**src/rtl/core/assert_macros.svh**
```systemverilog
// ---------------------------------------------------------------------------
// Assertion macros
// Shared concurrent assertion forms, clocked on clk.
// ---------------------------------------------------------------------------
`ifndef ASSERT_MACROS_SVH
`define ASSERT_MACROS_SVH

// Check a property on every clock edge outside of reset.
`define SWAC_ASSERT(name, prop, msg) \
  name: assert property (@(posedge clk) disable iff (!rst_n) (prop)) else $error(msg);

// Check a property on every clock edge, reset cycles included.
`define SWAC_ASSERT_RST(name, prop, msg) \
  name: assert property (@(posedge clk) (prop)) else $error(msg);

`endif

```
**src/rtl/core/swac_pkg.sv**
```systemverilog
// ---------------------------------------------------------------------------
// swac_pkg
// Types and constants shared by the sensor window average check unit.
// ---------------------------------------------------------------------------
package swac_pkg;

  localparam int WINDOW   = 30;
  localparam int VAL_W    = 48;
  localparam int SMP_W    = 32;
  localparam int QCNT_W   = 8;
  localparam int RCNT_W   = 5;
  localparam int DIV_STEPS = VAL_W / 2;   // two quotient bits per cycle
  localparam int DIV_CNT_W = $clog2(DIV_STEPS);

  localparam logic [QCNT_W-1:0] QCNT_MAX = '1;

  // 99999.0 in Q31.16
  localparam logic signed [VAL_W-1:0] DEFAULT_VAL = 48'sd6553534464;
  // 1000.0 in Q16.16
  localparam logic signed [SMP_W-1:0] LIMIT_RAW     = 32'sd65536000;
  localparam logic signed [SMP_W-1:0] NEG_LIMIT_RAW = -32'sd65536000;

  localparam logic signed [VAL_W-1:0] SUM_MAX = 48'sh7FFF_FFFF_FFFF;
  localparam logic signed [VAL_W-1:0] SUM_MIN = 48'sh8000_0000_0000;

  // Configuration register indexes
  localparam logic [1:0] REG_READ_CODE = 2'd0;
  localparam logic [1:0] REG_GAIN      = 2'd1;
  localparam logic [1:0] REG_OFFSET    = 2'd2;

  typedef enum logic [1:0] {
    IN_PREP   = 2'd0,
    IN_TICK   = 2'd1,
    IN_REPLY  = 2'd2,
    IN_UNUSED = 2'd3
  } in_kind_t;

  typedef enum logic [2:0] {
    OUT_DEFAULT = 3'd0,
    OUT_REQUEST = 3'd1,
    OUT_AVERAGE = 3'd2,
    OUT_FAULT   = 3'd3,
    OUT_SAMPLE  = 3'd4
  } out_kind_t;

  typedef enum logic [5:0] {
    ST_IDLE = 6'b000001,
    ST_MUL  = 6'b000010,
    ST_ACC  = 6'b000100,
    ST_DIV  = 6'b001000,
    ST_SIGN = 6'b010000,
    ST_OUT  = 6'b100000
  } back_state_t;

  typedef struct packed {
    logic [7:0]              read_code;
    logic signed [SMP_W-1:0] gain;
    logic signed [SMP_W-1:0] offset;
  } cfg_t;

  // One classified word between front and back
  typedef struct packed {
    in_kind_t                kind;
    logic signed [SMP_W-1:0] sample;
  } cmd_t;

  typedef struct packed {
    logic full;
    logic empty;
  } q_stat_t;

endpackage

```
**src/rtl/core/sensor_window_average_check_unit.sv**
```systemverilog
// ---------------------------------------------------------------------------
// sensor_window_average_check_unit
// Polling window for a remote sensor with calibrated averaging and fault check.
// ---------------------------------------------------------------------------
// Each input word is a prepare (clear the window, report 99999.0), a query tick
// (count a query; answer with a read request while inside the 30-query window,
// then with the average of the samples or a fault when half or fewer queries
// were answered) or a sensor reply (an IEEE single, converted to Q16.16 with
// saturation, optionally calibrated and added to a saturating 48-bit sum).
// Replies with a foreign function code and replies beyond the window give no
// result. A front end classifies words and converts the float, a two-entry
// queue decouples it from the back end, which executes one command at a time.
// In the back end a prepare or tick goes straight to output, a reply through
// one registered 32x32 multiply and the sum, an average through the divider
// (two quotient bits per cycle over the 48-bit sum) and sign. Results wait in
// an output register, and while a result stalls the front fills the queue.
module sensor_window_average_check_unit (
  input  logic        clk,
  input  logic        rst_n,
  // input stream
  input  logic        in_tvalid,
  output logic        in_tready,
  input  logic [39:0] in_tdata,   // [7:0] func_code, [39:8] sample_word
  input  logic [1:0]  in_tuser,   // [1:0] kind
  // result stream
  output logic        out_tvalid,
  input  logic        out_tready,
  output logic [55:0] out_tdata,  // [47:0] value, [52:48] sample_count, pad
  output logic [2:0]  out_tuser,  // [2:0] out_kind
  // configuration writes
  input  logic        cfg_we,
  input  logic [1:0]  cfg_index,
  input  logic [31:0] cfg_wdata
);

`include "assert_macros.svh"

  swac_pkg::cfg_t    cfg_r, cfg_nxt;
  swac_pkg::q_stat_t q_stat;
  swac_pkg::cmd_t    q_wdata, q_rdata;
  logic              q_push, q_pop;

  // Register file: write only; user must write while the block is idle, unchecked
  always_comb begin
    cfg_nxt = cfg_r;
    if (cfg_we) begin
      case (cfg_index)
        swac_pkg::REG_READ_CODE: cfg_nxt.read_code = cfg_wdata[7:0];
        swac_pkg::REG_GAIN:      cfg_nxt.gain      = cfg_wdata;
        swac_pkg::REG_OFFSET:    cfg_nxt.offset    = cfg_wdata;
        default: ;  // no register there, drop the write
      endcase
    end
  end

  always_ff @(posedge clk) begin
    if (!rst_n) begin
      cfg_r.read_code <= 8'd3;
      cfg_r.gain      <= 32'sd65536;   // 1.0
      cfg_r.offset    <= 32'sd0;
    end else begin
      cfg_r <= cfg_nxt;
    end
  end

  // Classify and convert
  swac_front u_front (
    .in_tvalid (in_tvalid),
    .in_tready (in_tready),
    .in_tdata  (in_tdata),
    .in_tuser  (in_tuser),
    .cfg       (cfg_r),
    .q_stat    (q_stat),
    .q_push    (q_push),
    .q_data    (q_wdata)
  );

  // Decouple front from back
  swac_queue u_queue (
    .clk       (clk),
    .rst_n     (rst_n),
    .push      (q_push),
    .push_data (q_wdata),
    .pop       (q_pop),
    .pop_data  (q_rdata),
    .stat      (q_stat)
  );

  // Execute and report
  swac_back u_back (
    .clk        (clk),
    .rst_n      (rst_n),
    .cfg        (cfg_r),
    .q_stat     (q_stat),
    .q_data     (q_rdata),
    .q_pop      (q_pop),
    .out_tvalid (out_tvalid),
    .out_tready (out_tready),
    .out_tdata  (out_tdata),
    .out_tuser  (out_tuser)
  );

  `SWAC_ASSERT(a_queue_no_overflow, q_push |-> !q_stat.full, "command pushed into full queue")
  `SWAC_ASSERT(a_count_in_window, out_tvalid |-> (out_tdata[52:48] <= 5'(swac_pkg::WINDOW)), "sample count beyond window")
  `SWAC_ASSERT(a_zero_value, (out_tvalid && (out_tuser == swac_pkg::OUT_REQUEST || out_tuser == swac_pkg::OUT_FAULT)) |-> (out_tdata[47:0] == '0), "request or fault with nonzero value")
  `SWAC_ASSERT_RST(a_reset_quiet, !rst_n |=> !out_tvalid, "result valid right after reset")

endmodule

```
**src/rtl/core/swac_queue.sv**
```systemverilog
// ---------------------------------------------------------------------------
// swac_queue
// Two-entry command queue between the front and back halves.
// ---------------------------------------------------------------------------
module swac_queue (
  input  logic              clk,
  input  logic              rst_n,
  input  logic              push,
  input  swac_pkg::cmd_t    push_data,
  input  logic              pop,
  output swac_pkg::cmd_t    pop_data,
  output swac_pkg::q_stat_t stat
);

  swac_pkg::cmd_t mem_r [2];
  logic           wr_ptr_r, wr_ptr_nxt;
  logic           rd_ptr_r, rd_ptr_nxt;
  logic [1:0]     count_r, count_nxt;
  logic           do_push, do_pop;

  assign stat.full  = (count_r == 2'd2);
  assign stat.empty = (count_r == 2'd0);
  assign do_push    = push && !stat.full;
  assign do_pop     = pop && !stat.empty;
  assign pop_data   = mem_r[rd_ptr_r];

  always_comb begin
    wr_ptr_nxt = do_push ? ~wr_ptr_r : wr_ptr_r;
    rd_ptr_nxt = do_pop ? ~rd_ptr_r : rd_ptr_r;
    count_nxt  = count_r + 2'(do_push) - 2'(do_pop);
  end

  always_ff @(posedge clk) begin
    if (!rst_n) begin
      wr_ptr_r <= 1'b0;
      rd_ptr_r <= 1'b0;
      count_r  <= 2'd0;
    end else begin
      wr_ptr_r <= wr_ptr_nxt;
      rd_ptr_r <= rd_ptr_nxt;
      count_r  <= count_nxt;
    end
  end

  always_ff @(posedge clk) begin
    if (do_push) begin
      mem_r[wr_ptr_r] <= push_data;
    end
  end

endmodule

```
**src/rtl/core/swac_front.sv**
```systemverilog
// ---------------------------------------------------------------------------
// swac_front
// Accept input words, drop unused kinds and foreign replies, convert the
// reply float to Q16.16 and push the command into the queue.
// ---------------------------------------------------------------------------
module swac_front (
  input  logic              in_tvalid,
  output logic              in_tready,
  input  logic [39:0]       in_tdata,   // [7:0] func_code, [39:8] sample_word
  input  logic [1:0]        in_tuser,   // [1:0] kind
  input  swac_pkg::cfg_t    cfg,
  input  swac_pkg::q_stat_t q_stat,
  output logic              q_push,
  output swac_pkg::cmd_t    q_data
);

  // IEEE single to signed Q16.16, truncate toward zero, saturate
  function automatic logic signed [31:0] float_to_q16(input logic [31:0] w);
    logic [7:0]  e;
    logic [23:0] m;
    logic [30:0] mag;
    logic [7:0]  up_sh;
    logic [7:0]  dn_sh;
    logic signed [31:0] res;
    e     = w[30:23];
    m     = {1'b1, w[22:0]};
    up_sh = e - 8'd134;
    dn_sh = 8'd134 - e;
    mag   = '0;
    if (e == 8'hFF) begin
      res = (w[22:0] != '0) ? 32'sd0 : (w[31] ? 32'sh8000_0000 : 32'sh7FFF_FFFF);
    end else if (e == 8'd0 || e <= 8'd110) begin
      res = 32'sd0;
    end else if (e >= 8'd142) begin
      res = w[31] ? 32'sh8000_0000 : 32'sh7FFF_FFFF;
    end else begin
      if (e >= 8'd134) begin
        mag = {7'd0, m} << up_sh[2:0];
      end else begin
        mag = {7'd0, m} >> dn_sh[4:0];
      end
      res = w[31] ? -$signed({1'b0, mag}) : $signed({1'b0, mag});
    end
    return res;
  endfunction

  swac_pkg::in_kind_t kind;
  logic               keep;

  assign kind      = swac_pkg::in_kind_t'(in_tuser);
  assign in_tready = !q_stat.full;

  always_comb begin
    case (kind)
      swac_pkg::IN_PREP:  keep = 1'b1;
      swac_pkg::IN_TICK:  keep = 1'b1;
      swac_pkg::IN_REPLY: keep = (in_tdata[7:0] == cfg.read_code);
      default:            keep = 1'b0;
    endcase
  end

  assign q_push        = in_tvalid && in_tready && keep;
  assign q_data.kind   = kind;
  assign q_data.sample = float_to_q16(in_tdata[39:8]);

endmodule

```
**src/rtl/core/swac_back.sv**
```systemverilog
// ---------------------------------------------------------------------------
// swac_back
// Execute queued commands: window counters, calibration, saturating sum,
// iterative average divide, and the registered result port.
// ---------------------------------------------------------------------------
module swac_back (
  input  logic              clk,
  input  logic              rst_n,
  input  swac_pkg::cfg_t    cfg,
  input  swac_pkg::q_stat_t q_stat,
  input  swac_pkg::cmd_t    q_data,
  output logic              q_pop,
  output logic              out_tvalid,
  input  logic              out_tready,
  output logic [55:0]       out_tdata,  // [47:0] value, [52:48] sample_count
  output logic [2:0]        out_tuser   // [2:0] out_kind
);

  localparam int VW = swac_pkg::VAL_W;

  swac_pkg::back_state_t state_r, state_nxt;
  logic [swac_pkg::QCNT_W-1:0] qcnt_r, qcnt_nxt;
  logic [swac_pkg::RCNT_W-1:0] rcnt_r, rcnt_nxt;
  logic signed [VW-1:0]        sum_r, sum_nxt;
  logic signed [31:0]          x_r, x_nxt;
  logic signed [63:0]          prod_r, prod_nxt;
  swac_pkg::out_kind_t         res_kind_r, res_kind_nxt;
  logic signed [VW-1:0]        res_val_r, res_val_nxt;
  logic [VW-1:0]               div_q_r, div_q_nxt;
  logic [swac_pkg::RCNT_W-1:0] div_rem_r, div_rem_nxt;
  logic                        div_neg_r, div_neg_nxt;
  logic [swac_pkg::DIV_CNT_W-1:0] div_cnt_r, div_cnt_nxt;
  logic                        out_valid_r, out_valid_nxt;
  swac_pkg::out_kind_t         out_kind_r, out_kind_nxt;
  logic signed [VW-1:0]        out_val_r, out_val_nxt;
  logic [swac_pkg::RCNT_W-1:0] out_cnt_r, out_cnt_nxt;

  logic signed [31:0] gain_s, offset_s;
  logic               use_cal;
  logic [swac_pkg::QCNT_W-1:0] qc_new;
  logic signed [VW-1:0] cal_val, x_val;
  logic signed [VW:0]   sum_wide;

  assign gain_s   = cfg.gain;
  assign offset_s = cfg.offset;
  assign use_cal  = (gain_s > swac_pkg::NEG_LIMIT_RAW) && (gain_s < swac_pkg::LIMIT_RAW) &&
                    (offset_s > swac_pkg::NEG_LIMIT_RAW) && (offset_s < swac_pkg::LIMIT_RAW);
  assign qc_new   = (qcnt_r == swac_pkg::QCNT_MAX) ? qcnt_r : qcnt_r + 1'b1;
  assign cal_val  = prod_r[63:16] + {{(VW-32){offset_s[31]}}, offset_s};
  assign x_val    = use_cal ? cal_val : {{(VW-32){x_r[31]}}, x_r};
  assign sum_wide = {sum_r[VW-1], sum_r} + {x_val[VW-1], x_val};

  always_comb begin
    logic [VW-1:0]               q_tmp;
    logic [swac_pkg::RCNT_W-1:0] rem_tmp;
    logic [swac_pkg::RCNT_W:0]   r_try;

    state_nxt     = state_r;
    qcnt_nxt      = qcnt_r;
    rcnt_nxt      = rcnt_r;
    sum_nxt       = sum_r;
    x_nxt         = x_r;
    prod_nxt      = prod_r;
    res_kind_nxt  = res_kind_r;
    res_val_nxt   = res_val_r;
    div_q_nxt     = div_q_r;
    div_rem_nxt   = div_rem_r;
    div_neg_nxt   = div_neg_r;
    div_cnt_nxt   = div_cnt_r;
    out_valid_nxt = out_valid_r && !out_tready;
    out_kind_nxt  = out_kind_r;
    out_val_nxt   = out_val_r;
    out_cnt_nxt   = out_cnt_r;
    q_pop         = 1'b0;
    q_tmp         = div_q_r;
    rem_tmp       = div_rem_r;
    r_try         = '0;

    case (state_r)
      swac_pkg::ST_IDLE: begin
        if (!q_stat.empty) begin
          q_pop = 1'b1;
          x_nxt = q_data.sample;
          case (q_data.kind)
            swac_pkg::IN_PREP: begin
              qcnt_nxt     = '0;
              rcnt_nxt     = '0;
              sum_nxt      = '0;
              res_kind_nxt = swac_pkg::OUT_DEFAULT;
              res_val_nxt  = swac_pkg::DEFAULT_VAL;
              state_nxt    = swac_pkg::ST_OUT;
            end
            swac_pkg::IN_TICK: begin
              qcnt_nxt    = qc_new;
              res_val_nxt = '0;
              if (qc_new <= swac_pkg::QCNT_W'(swac_pkg::WINDOW)) begin
                res_kind_nxt = swac_pkg::OUT_REQUEST;
                state_nxt    = swac_pkg::ST_OUT;
              end else if ({3'd0, rcnt_r} > {1'b0, qc_new[7:1]}) begin
                res_kind_nxt = swac_pkg::OUT_AVERAGE;
                if (rcnt_r == '0) begin
                  state_nxt = swac_pkg::ST_OUT;
                end else begin
                  // load the magnitude of the sum as dividend
                  div_neg_nxt = sum_r[VW-1];
                  div_q_nxt   = sum_r[VW-1] ? VW'(-sum_r) : VW'(sum_r);
                  div_rem_nxt = '0;
                  div_cnt_nxt = '0;
                  state_nxt   = swac_pkg::ST_DIV;
                end
              end else begin
                res_kind_nxt = swac_pkg::OUT_FAULT;
                state_nxt    = swac_pkg::ST_OUT;
              end
            end
            swac_pkg::IN_REPLY: begin
              // drop replies beyond the window
              if (rcnt_r < swac_pkg::RCNT_W'(swac_pkg::WINDOW)) begin
                state_nxt = swac_pkg::ST_MUL;
              end
            end
            default: ;
          endcase
        end
      end
      swac_pkg::ST_MUL: begin
        prod_nxt  = gain_s * x_r;
        state_nxt = swac_pkg::ST_ACC;
      end
      swac_pkg::ST_ACC: begin
        if (sum_wide[VW] != sum_wide[VW-1]) begin
          sum_nxt = sum_wide[VW] ? swac_pkg::SUM_MIN : swac_pkg::SUM_MAX;
        end else begin
          sum_nxt = sum_wide[VW-1:0];
        end
        rcnt_nxt     = rcnt_r + 1'b1;
        res_kind_nxt = swac_pkg::OUT_SAMPLE;
        res_val_nxt  = x_val;
        state_nxt    = swac_pkg::ST_OUT;
      end
      swac_pkg::ST_DIV: begin
        for (int i = 0; i < 2; i++) begin
          r_try = {rem_tmp, q_tmp[VW-1]};
          q_tmp = {q_tmp[VW-2:0], 1'b0};
          if (r_try >= {1'b0, rcnt_r}) begin
            rem_tmp  = swac_pkg::RCNT_W'(r_try - {1'b0, rcnt_r});
            q_tmp[0] = 1'b1;
          end else begin
            rem_tmp = r_try[swac_pkg::RCNT_W-1:0];
          end
        end
        div_q_nxt   = q_tmp;
        div_rem_nxt = rem_tmp;
        div_cnt_nxt = div_cnt_r + 1'b1;
        if (div_cnt_r == swac_pkg::DIV_CNT_W'(swac_pkg::DIV_STEPS - 1)) begin
          state_nxt = swac_pkg::ST_SIGN;
        end
      end
      swac_pkg::ST_SIGN: begin
        res_val_nxt = div_neg_r ? -$signed(div_q_r) : $signed(div_q_r);
        state_nxt   = swac_pkg::ST_OUT;
      end
      swac_pkg::ST_OUT: begin
        if (!out_valid_r || out_tready) begin
          out_valid_nxt = 1'b1;
          out_kind_nxt  = res_kind_r;
          out_val_nxt   = res_val_r;
          out_cnt_nxt   = rcnt_r;
          state_nxt     = swac_pkg::ST_IDLE;
        end
      end
      default: state_nxt = swac_pkg::ST_IDLE;
    endcase
  end

  always_ff @(posedge clk) begin
    if (!rst_n) begin
      state_r     <= swac_pkg::ST_IDLE;
      qcnt_r      <= '0;
      rcnt_r      <= '0;
      sum_r       <= '0;
      out_valid_r <= 1'b0;
    end else begin
      state_r     <= state_nxt;
      qcnt_r      <= qcnt_nxt;
      rcnt_r      <= rcnt_nxt;
      sum_r       <= sum_nxt;
      out_valid_r <= out_valid_nxt;
    end
  end

  always_ff @(posedge clk) begin
    x_r        <= x_nxt;
    prod_r     <= prod_nxt;
    res_kind_r <= res_kind_nxt;
    res_val_r  <= res_val_nxt;
    div_q_r    <= div_q_nxt;
    div_rem_r  <= div_rem_nxt;
    div_neg_r  <= div_neg_nxt;
    div_cnt_r  <= div_cnt_nxt;
    out_kind_r <= out_kind_nxt;
    out_val_r  <= out_val_nxt;
    out_cnt_r  <= out_cnt_nxt;
  end

  assign out_tvalid = out_valid_r;
  assign out_tuser  = out_kind_r;
  assign out_tdata  = {3'd0, out_cnt_r, out_val_r};

endmodule

```
**config.mk**
```make
export PLATFORM = sky130hd
export DESIGN_NAME = sensor_window_average_check_unit
export DESIGN_NICKNAME = d
export VERILOG_FILES = /design/src/rtl/core/swac_pkg.sv /design/src/rtl/core/sensor_window_average_check_unit.sv /design/src/rtl/core/swac_queue.sv /design/src/rtl/core/swac_front.sv /design/src/rtl/core/swac_back.sv
export VERILOG_INCLUDE_DIRS = /design/src /design/src/rtl/core
export SDC_FILE = /design/constraint.sdc
export NUM_CORES = 2
export LEC_CHECK = 0
export ABC_AREA = 1
export ABC_CLOCK_PERIOD_IN_PS = 9600
export BUFFER_PORTS_ARGS = -buffer_cell sky130_fd_sc_hd__buf_2
export CORE_ASPECT_RATIO = 0.6
export CORE_MARGIN = 1.5
export CORE_UTILIZATION = 45
export DETAILED_ROUTE_END_ITERATION = 10
export SYNTH_ARGS = -nofsm -noshare
export SYNTH_HDL_FRONTEND = slang
export SYNTH_HIERARCHICAL = 1
export SYNTH_SLANG_ARGS = --single-unit
export TNS_END_PERCENT = 50
```
**constraint.sdc**
```tcl
create_clock -name clk -period 9.6 [get_ports clk]
set_input_delay 2.4 -clock clk [delete_from_list [all_inputs] [get_ports clk]]
set_output_delay 2.4 -clock clk [all_outputs]
set_load 0.01 [all_outputs]
```
==> results.yml <==
floorplanning:
  ios: 142
  initial_core_util_pct: 45.4
  die_x_um: 519
  fp.dieArea_um2: 162000
  coreArea_um2: 158000
  die_y_um: 313
  row_count: 113
sta:
  finalSetupTns_ns: 0
  maxSlewHeadroom_pct: 4.52
  drv_slew: 0
  final.period_utilization_pct: 89.6
  setup_viol: 0
  rsz0062_at_grt: "false"
  tightestPinTransition_ns: 1.42
  hold_viol_final: 0
  period_minus_slack_ns: 8.60
  final.setup_skew_ns: 0.0791
  fmax_mhz: 116
  hold_ws_ns: 0.370
cells_and_area:
  area_delta_synth_final_pct: 6.12
  num-nets-final: 11000
  drive_gt1_share_pct: 6.88
cts:
  cts_tree: "done"
  cts.htree.levels: 2
  ctsRootBufferMaster: "clkbuf_16"
  cts_buffer_depth: 3
  cts_resized: 0
  post-cts-setup-buffers: 0
  clock_sinks: 459
  clk_latency_ns: 0.71
  cts_hold_buffers: 0
  path_clk_slew_ns: 0.08
  cts_made_buffers: 50
setup_path:
  worstPathRequired_ns: 10.06
  crit_top_cell: "inv_1"
  critical_path.slowest_cell: "fa_1"
  reg2reg_slack_ns: 1.00
  critPathLaunchType: "flip-flop"
  path_class: "reg2reg"
  slowest_delay_ns: 0.85
  cp_max_fo: 25
  end_kind: "flip-flop"
  worst_ep_arrival_time_ns: 9.06
run_status:
  violations: "DRC"
  status: "complete, but fails checks"
logic_synthesis:
  synth_edf_count: 314
  ys_types: 71
  synth_common_cells: "2,558 x nand2_1, 2,200 x inv_1, 1,085 x fa_1, 690 x nor2_1, 500 x nand3_1"
  netlist_area_um2: 72000
  yosys.cell_count.top_type: "nand2_1"
  syn_avg_cell_area_um2: 7.48
  synth_cells: 9618
  yosysTopAreaCell: "fa_1"
  ys_seq_elements: 459
  async_reset_ff_share_pct: 0
  ys_warn_count: 6
  ys_seq_area_share_pct: 17.1
  synthTopCellsByArea: "fa_1 30%, nand2_1 13%, edfxtp_1 13%"
  synth_ff_type: "edfxtp_1"
  synth_top_area_share_pct: 30.2
flow_run:
  drv_cap: 0
placed_design:
  hpwl_um: 225000
  io_buffer_count: 138
  gp_congestion: 1.05
detailed_routing:
  drcViolationCount: 22
  drt_first_iter_violations: 7656
  vias: 63600
  viasPerCell: 5.43
  antenna_left: 0
  avgRoutedWirePerCell_um: 23.2
  drtPass1Iterations: 11
  routed_wl_um: 271000
hold_path:
  hold_class: "reg2reg"
grt:
  grt_pass1_wl_um: 406000
  grt_use_total_pct: 33.5
  grt-ovfl-total: 0
  grt_pass1_vias: 62000
  grt_max_degree: 70
  antenna_found_initial: 14
==> registers in the layout, summed over array words and instances, names as in the netlist, named ones only <==
name / flops
u_queue/wr_ptr_r: 1
u_queue/rd_ptr_r: 1
cfg_r: 72
u_back/out_tuser: 3
u_back/state_r: 6
u_back/div_rem_r: 5
u_back/out_tvalid: 1
u_back/rcnt_r: 5
u_back/out_cnt_r: 5
u_back/qcnt_r: 8
u_back/out_val_r: 48
u_back/div_cnt_r: 5
u_back/res_val_r: 48
u_back/sum_r: 48
u_back/x_r: 32
u_back/prod_r: 48
u_queue/count_r: 2
u_back/div_q_r: 48
u_queue/mem_r: 68
u_back/res_kind_r: 3
u_back/div_neg_r: 1
==> cells in the final DEF, fill, tap and decap left out, drive strengths merged, types with 3 or more instances in the layout <==
cell / instances
nand2: 2622
inv: 2240
fa: 1085
nor2: 717
nand3: 546
a21oi: 340
edfxtp: 314
ha: 306
o21ai: 284
buf: 276
dfxtp: 145
nand4: 87
xor2: 84
nor3: 78
xnor2: 60
clkbuf: 55
o21bai: 35
nor4: 35
mux2: 34
or2: 33
clkinv: 27
o211ai: 23
a31oi: 21
nand3b: 20
o21a: 18
a21boi: 17
and2: 16
a21o: 14
a211oi: 9
diode: 5
a221oi: 5
o31ai: 5
clkinvlp: 5
bufinv: 4
and3: 4
nor3b: 4
o22ai: 4
a311oi: 3
conb: 3
==> critical path: cells and delay by family, from the launching register on <==
family | cells | cell delay (ns)
fa+ha+maj | 9 | 4.91
buf+inv | 11 | 1.60
simple gates | 9 | 1.21
flops | 1 | 0.61
==> routing by layer <==
metal  vias up  GRT usage [%]  share of wire (%)
li1      28700              -                  -
met1     31400           55.3                 49
met2      3233           41.5                 36
met3       217           11.5                 14
met4        14           4.05                1.2
met5         -          0.259              0.051
==> cell families (layout without fill, tap and decap cells) <==
| logic type | count (synthesis) | after routing | synth area share [%] |
|---|---|---|---|
| and+or+nand+nor | 4165 | 4165 | 24.4 |
| buffers and inverters | 2637 | 2607 | 14.2 |
| muxes | 34 | 34 | 0.689 |
| other | 1 | 8 | 0.00521 |
| xor gates and xnor gates | 144 | 144 | 1.75 |
| AOI/OAI and AO/OA | 787 | 787 | 6.32 |
| adders and majority gates | 1391 | 1391 | 35.5 |
| DFF | 459 | 459 | 17.1 |
==> final timing paths <==
path                                      startpoint                    to  cells past startpoint
worst max-delay path                       cfg_r[63]     u_back/prod_r[63]                     29
worst min-delay path            u_back/res_val_r[33]  u_back/out_val_r[33]                      0
worst max register to register             cfg_r[63]     u_back/prod_r[63]                     29
worst min register to register  u_back/res_val_r[33]  u_back/out_val_r[33]                      0
==> metrics by stage <==
stage                     setup WS, ns  util (%)  cell area [µm²]  instances
after floorplan                   1.98         -            72000       9620
after global placement            1.08      47.1            74600      11600
after detailed placement          1.11      47.1            74600      11600
after CTS                         1.03      48.2            76400      11700
after global routing             0.426      48.2            76400      11700
final                             1.00      48.2            76400      11700
==> area by class of cell <==
type,instances,area (µm²)
timing repair buffer,276,1770
inverter,2237,8400
fill,15900,82100
clock inverter,39,434
antenna,5,12.5
clock buffer,55,1290
tap,2127,2660
sequential,459,12300
multi-input combinational,6524,49500
Power is not shown: default switching activity piles up to over one toggle a cycle in this logic, so the estimate is an artifact.
